[config.mk]
export PLATFORM = sky130hd
export DESIGN_NAME = dmc_ctrl
export DESIGN_NICKNAME = d
export VERILOG_FILES = /design/src/rtl/dmc_pkg.sv /design/src/rtl/dmc_ctrl.sv
export SDC_FILE = /design/constraint.sdc
export NUM_CORES = 1
export LEC_CHECK = 0
export BUFFER_PORTS_ARGS = -buffer_cell sky130_fd_sc_hd__buf_2
export CORE_UTILIZATION = 30
export DETAILED_ROUTE_END_ITERATION = 10
export SETUP_SLACK_MARGIN = 0.4
export SYNTH_ARGS = -nofsm -noshare
export SYNTH_HDL_FRONTEND = slang
export SYNTH_SLANG_ARGS = --single-unit
[constraint.sdc]
create_clock -name clk -period 3 [get_ports clk]
set_clock_uncertainty 0.1 [all_clocks]
set_input_delay 0.3 -clock clk [delete_from_list [all_inputs] [get_ports clk]]
set_output_delay 0.3 -clock clk [all_outputs]
set_load 0.02 [all_outputs]
[src/rtl/dmc_pkg.sv]
// Shared types and constants for the direct-mapped write-through cache.
// Command/status structs between controller and datapath, config codes, sizing helpers.
// No dependencies.
`default_nettype none

package dmc_pkg;

	localparam int LINES_DEF     = 256;
	localparam int MEM_WORDS_DEF = 16384;

	localparam int WORD_W   = 32;
	localparam int ADDR_W   = 16;
	localparam int WADDR_W  = 14;  // word address width
	localparam int TAG_W    = 12;  // address bits above the 16-byte line offset
	localparam int WOFF_W   = 2;   // word within a line
	localparam int IDXB_W   = 4;   // index_bits register width
	localparam int TAGE_W   = TAG_W + 1;  // tag RAM entry: {valid, tag}

	// config port
	localparam int CFG_IDX_W  = 1;
	localparam int CFG_DATA_W = 4;
	localparam logic [CFG_IDX_W-1:0] CFG_ENABLE     = 1'd0;
	localparam logic [CFG_IDX_W-1:0] CFG_INDEX_BITS = 1'd1;

	localparam logic             ENABLE_RST     = 1'b1;
	localparam logic [IDXB_W-1:0] INDEX_BITS_RST = 4'd8;

	// address width of a RAM, at least one bit
	function automatic int ram_aw(input int depth);
		return (depth > 1) ? $clog2(depth) : 1;
	endfunction

	// physical main memory depth: addresses never exceed the 14-bit word space
	function automatic int mem_depth(input int mem_words);
		return (mem_words < (1 << WADDR_W)) ? mem_words : (1 << WADDR_W);
	endfunction

	typedef struct packed {
		logic clear;     // reset sweep: zero main memory and tag RAM
		logic capture;   // latch the incoming transaction
		logic tag_rd;    // read tag RAM and word RAM at the item's line
		logic decide;    // latch hit, restart fill counter
		logic mem_wr;    // write-through to memory, word RAM on hit
		logic mem_rd;    // read memory at the wrapped word address
		logic fill_sel;  // wrap unit takes the fill word address
		logic fill_wr;   // store one fill word, tag on the last
		logic load_out;  // load the result register
	} dmc_cmd_t;

	typedef struct packed {
		logic mis;        // item address not word aligned
		logic wr;         // item is a write
		logic en;         // cache enabled
		logic hit;        // tag RAM output matches (valid during decide)
		logic fill_last;  // current fill word is the last of the line
		logic clr_last;   // last entry of the reset sweep
		logic out_free;   // result register can take a new result
	} dmc_sts_t;

endpackage

`default_nettype wire

[src/rtl/dmc_ctrl.sv]
// Cache controller FSM: reset sweep, lookup, write-through, line fill, result hand-off.
// Depends on dmc_pkg.
`default_nettype none

module dmc_ctrl import dmc_pkg::*; (
	input  wire logic     clk,
	input  wire logic     arst_n,
	input  wire logic     s_tvalid,
	output logic          s_tready,
	input  wire dmc_sts_t sts,
	output dmc_cmd_t      cmd
);

	typedef enum logic [10:0] {
		ST_CLEAR   = 11'b000_0000_0001,
		ST_IDLE    = 11'b000_0000_0010,
		ST_LOOKUP  = 11'b000_0000_0100,
		ST_DECIDE  = 11'b000_0000_1000,
		ST_WRITE   = 11'b000_0001_0000,
		ST_MEMRD   = 11'b000_0010_0000,
		ST_FILL_A  = 11'b000_0100_0000,
		ST_FILL_B  = 11'b000_1000_0000,
		ST_FILL_RD = 11'b001_0000_0000,
		ST_FILL_WR = 11'b010_0000_0000,
		ST_RESP    = 11'b100_0000_0000
	} ctrl_state_t;

	ctrl_state_t state_q;
	ctrl_state_t state_d;

	assign s_tready = (state_q == ST_IDLE);

	always_comb begin
		state_d = state_q;
		cmd     = '0;
		unique case (state_q)
			ST_CLEAR: begin
				cmd.clear = 1'b1;
				if (sts.clr_last) begin
					state_d = ST_IDLE;
				end
			end
			ST_IDLE: begin
				if (s_tvalid) begin
					cmd.capture = 1'b1;
					state_d     = ST_LOOKUP;
				end
			end
			ST_LOOKUP: begin
				cmd.tag_rd = 1'b1;
				state_d    = sts.mis ? ST_RESP : ST_DECIDE;
			end
			ST_DECIDE: begin
				cmd.decide = 1'b1;
				if (sts.wr) begin
					state_d = ST_WRITE;
				end else if (!sts.en) begin
					state_d = ST_MEMRD;
				end else if (sts.hit) begin
					state_d = ST_RESP;
				end else begin
					state_d = ST_FILL_A;
				end
			end
			ST_WRITE: begin
				cmd.mem_wr = 1'b1;
				state_d    = ST_RESP;
			end
			ST_MEMRD: begin
				cmd.mem_rd = 1'b1;
				state_d    = ST_RESP;
			end
			ST_FILL_A: begin
				cmd.fill_sel = 1'b1;
				state_d      = ST_FILL_B;
			end
			ST_FILL_B: begin
				cmd.fill_sel = 1'b1;
				state_d      = ST_FILL_RD;
			end
			ST_FILL_RD: begin
				cmd.fill_sel = 1'b1;
				cmd.mem_rd   = 1'b1;
				state_d      = ST_FILL_WR;
			end
			ST_FILL_WR: begin
				cmd.fill_wr = 1'b1;
				state_d     = sts.fill_last ? ST_RESP : ST_FILL_A;
			end
			ST_RESP: begin
				if (sts.out_free) begin
					cmd.load_out = 1'b1;
					state_d      = ST_IDLE;
				end
			end
			default: begin
				state_d = ST_IDLE;
			end
		endcase
	end

	always_ff @(posedge clk or negedge arst_n) begin
		if (!arst_n) begin
			state_q <= ST_CLEAR;
		end else begin
			state_q <= state_d;
		end
	end

endmodule

`default_nettype wire

# Word-level counts from Yosys, hierarchy flattened
# Index checks and enable logic that the tools add are counted.
dict set report classes {
  add_sub_neg 0
  multipliers 0
  div 0
  n_lt_le_gt_ge 0
  n_eq_ne 14
  shifts 0
  n_mux 20
  n_bitwise 0
  n_reduce_logical 4
}
# cell count
set op_table {}
lappend op_table {{$pmux W11 S10} 1}
lappend op_table {{$mux W11} 8}
lappend op_table {{$eq A11 B1 Y1 const B} 1}
lappend op_table {{$eq A11 B10 Y1 const B} 1}
lappend op_table {{$eq A11 B11 Y1 const B} 1}
lappend op_table {{$eq A11 B2 Y1 const B} 1}
lappend op_table {{$eq A11 B3 Y1 const B} 1}
lappend op_table {{$eq A11 B4 Y1 const B} 1}
lappend op_table {{$eq A11 B5 Y1 const B} 1}
lappend op_table {{$eq A11 B6 Y1 const B} 1}
lappend op_table {{$eq A11 B7 Y1 const B} 1}
lappend op_table {{$eq A11 B8 Y1 const B} 1}
lappend op_table {{$eq A11 B9 Y1 const B} 1}
lappend op_table {{$mux W1} 11}
lappend op_table {{$ne A2 B2 Y1 const B} 3}
lappend op_table {{$reduce_or A2 Y1} 2}
lappend op_table {{$reduce_and A3 Y1} 1}
lappend op_table {{$reduce_or A3 Y1} 1}
dict set report word_totals {
  reg_bits 11
  latch_bits 0
  ram_bits 0
  rom_bits 0
  output_inout_bits 10
  word_cells 39
  memories 0
}

# Longest topological paths before layout
dict set report logic_depth {
  ltp_word 4
  mapped_depth 5
  mapped_depth_nobuf 5
}

# Worst setup path before layout
# Ideal clock, no wire load.
dict set report synth_timing {
  kind {reg-to-output}
  start {register state_q[1]}
  end {output cmd[4] (netlist name)}
  arrival_ns 1.663
  t_required_ns 2.600
  slack_ns 0.937
  stages_incl_launch_ff 5
  cell_sequence {dfrtp_1 > or4_4 > nor2b_2 > nand2_1 > nor3_1}
}
# item line_no
set synth_rtl {}
lappend synth_rtl {{start: declaration} dmc_ctrl.sv:28} ;# ctrl_state_t state_q;
lappend synth_rtl {{start signal: assignment} dmc_ctrl.sv:106} ;# state_q <= state_d;
lappend synth_rtl {{end: declaration} dmc_ctrl.sv:11} ;# output dmc_cmd_t cmd

==> reports/qor.yml <==
drt:
  wl_um: 1490
  final_antenna_net_count: 0
  first_pass_iters: 4
  drtIter0Drc: 6
  drcViolationCount: 0
  num_vias: 612
  routedWlPerCell_um: 12.5
  routed_via_density: 5.14
finish:
  nNetsFinal: 103
  layout-drive-gt1-share: 0.337
  antenna_cells: 0
  area_growth_syn_to_layout_pct: 24.5
  largest-register: "state_q"
  reg.largest.list: "state_q (11)"
  regArea_um2: 277
  multi_input_area_um2: 383
  n_fill_cell: 216
  largest_register_ffs: 11
setup_path:
  reg2reg_from: "state_q[0]$_DFFE_PN1P_"
  critPathLaunchType: "flop"
  worstSetupEndpointType: "output pin"
  crit_arrival_ns: 1.93
  startpoint: "state_q[1]$_DFFE_PN0P_"
  cp.required_ns: 2.60
  path_max_fanout: 6
  path_class: "flop to output pin"
die:
  die_h_um: 49.4
  start_util: 0.330
  die_x_um: 49.4
  io_pins: 20
  rows: 16
  die_area_mm2: 0.00244
  core_mm2: 0.00204
timing:
  period_needed_ns: 2.33
  finalMaxSlewViolations: 0
  tightest_slew_ns: 0.409
  relSlewSlack: 0.723
  fin_hold_ws_ns: 0.0687
  finalSetupViolations: 0
  rsz0062_at_grt: "false"
  finalHoldViolCount: 0
  clock.fmax_mhz: 429
  fin_setup_tns_ns: 0
  finalCritPeriodShare: 0.776
clock_network:
  cts_sinks: 11
  cts_max_level: 1
  root_buffer: "clkbuf_4"
  clkSlewWorstSetupHoldPaths_ns: 0.07
  cts_tree: "built"
  cts_resized: 0
  clk_path_buf_depth: 2
  numCtsBuffers: 3
  clk_latency_ns: 0.26
global_route:
  grt-ovfl-total: 0
  grt_pass1_vias: 580
  grt_use_met3: 0.0125
  grt_max_degree: 12
  track_usage: 0.142
  grt_pass1_wl_um: 2620
  antenna_found_initial: 0
  use_met2: 0.249
  top_usage_layer: "met2"
  use_met1: 0.166
pwr:
  power.switching_mw: 0.200
  intPower_mw: 0.317
  power_density_mw_per_mm2: 615
  leakage_nw: 0.438
  p_comb_frac: 0.439
  seq_power_share: 0.371
  peakVddDrop_uv: 296
  p_sw_frac: 0.386
  pwr-share-clk: 0.190
logic_synthesis:
  synthCells: 68
  syn-cell-area_um2: 674
  ys_types: 31
  synth_edf_count: 0
  syn_nets: 78
  syn_area_per_cell_um2: 9.92
  synth-seq-area-share: 0.410
  yosys_warnings: 0
  synthArstFlopShare: 1.00
  synth-seq-cells: 11
  ys.flop_type: "dfrtp_1"
outcome:
  status: "finished, final reports clean"
job:
  maxCapViolations: 0
placement:
  portBuffers: 19
  hpwl_um: 1150
  place_congestion: 0.710
min_path:
  min_path_type: "input pin to flop"
  hold_start: "sts[1]"
[worst paths after layout]
| path | slack [ns] | endpoint | cells after the start |
|---|---|---|---|
| setup / recovery | 0.67 | cmd[3] | 5 |
| hold / removal | 0.07 | state_q[0]$_DFFE_PN1P_ | 2 |
| setup reg to reg | 1.16 | state_q[1]$_DFFE_PN0P_ | 4 |
| hold reg to reg | 0.48 | state_q[7]$_DFFE_PN0P_ | 1 |
| max in group asynchronous | 2.17 | state_q[0]$_DFFE_PN1P_ | 2 |
| min in group asynchronous | 0.36 | state_q[2]$_DFFE_PN0P_ | 2 |
[cell usage after synthesis (2+ instances only)]
library cell	number	area share
nor2_1	7	0.039
xor2_1	2	0.026
nand2_1	5	0.028
nor2b_2	2	0.026
and2_1	3	0.028
nor3b_1	2	0.022
nand3_1	2	0.015
nor3_1	4	0.030
inv_1	4	0.022
nor4b_1	4	0.052
o21ai_0	3	0.022
or4b_1	2	0.030
dfrtp_1	10	0.37
[power groups by stage]
stage | combinational [mW] | clock [mW] | sequential (mW)
2_1_floorplan | 0.171 | 0 | 0.188
3_3_place_gp | 0.219 | 0 | 0.192
3_5_place_dp | 0.226 | 0 | 0.194
4_1_cts | 0.228 | 0.102 | 0.191
5_1_grt | 0.250 | 0.110 | 0.195
6_report | 0.227 | 0.0983 | 0.191
[critical path, cell delays in order, from the launching register on]
cell	delay, ns
dfrtp_1	0.43
or4_4	0.60
nor2b_2	0.19
and3_1	0.20
a41o_1	0.09
buf_2	0.15
[cells by family (layout without fill, tap and decap cells)]
logic type             after synthesis  in the layout  share of synthesized area
AO/OA/AOI/OAI                       10             10                      0.128
XOR/XNOR                             3              3                     0.0390
buffers and inverters                4             28                     0.0223
flip-flops                          11             11                      0.410
AND/OR/NAND/NOR                     40             40                      0.401
[area by class of cell]
type | count | area share
repair buffers | 20 | 0.125
clock buffers | 4 | 0.0313
inverters | 4 | 0.0179
multi-input cells | 53 | 0.456
flip-flops and latches | 11 | 0.329
well taps | 27 | 0.0402
[layer usage]
metal / wire length [um] / part of all wire
met2: 739 / 0.50
met3: 55 / 0.037
met1: 671 / 0.45
met4: 19 / 0.013
met5: 0 / 0
[through the flow]
| step | util | instance area (um^2) | power, mW | std cells | worst slack, ns |
|---|---|---|---|---|---|
| global placement | 0.393 | 803 | 0.411 | 114 | 1.00 |
| global route | 0.411 | 840 | 0.555 | 119 | 0.564 |
| detailed placement | 0.393 | 803 | 0.420 | 114 | 0.963 |
| floorplan | - | 674 | 0.359 | 68 | 0.937 |
| CTS | 0.411 | 840 | 0.521 | 119 | 0.670 |
| finish | 0.411 | 840 | 0.517 | 119 | 0.671 |
[layout by cell type (no fill, tap or decap), types with 2 or more instances in the layout]
cell type  Yosys  routed
and2_1         3       3
buf_2          0      19
clkbuf_4       0       3
dfrtp_1       10      10
inv_1          4       4
nand2_1        5       5
nand3_1        2       2
nor2_1         7       7
nor2b_2        2       2
nor3_1         4       4
nor3b_1        2       2
nor4b_1        4       4
o21ai_0        3       3
or4b_1         2       2
xor2_1         2       2
[repair_timing]
| item | 4_1_cts | 5_1_grt |
|---|---|---|
| hold endpoints to repair | 10 | 0 |
| endpoints found under the setup margin | 0 | 0 |
| buffers inserted | 0 | 0 |
| hold buffers | 1 | 0 |
Power figures use the tool's default switching activity.
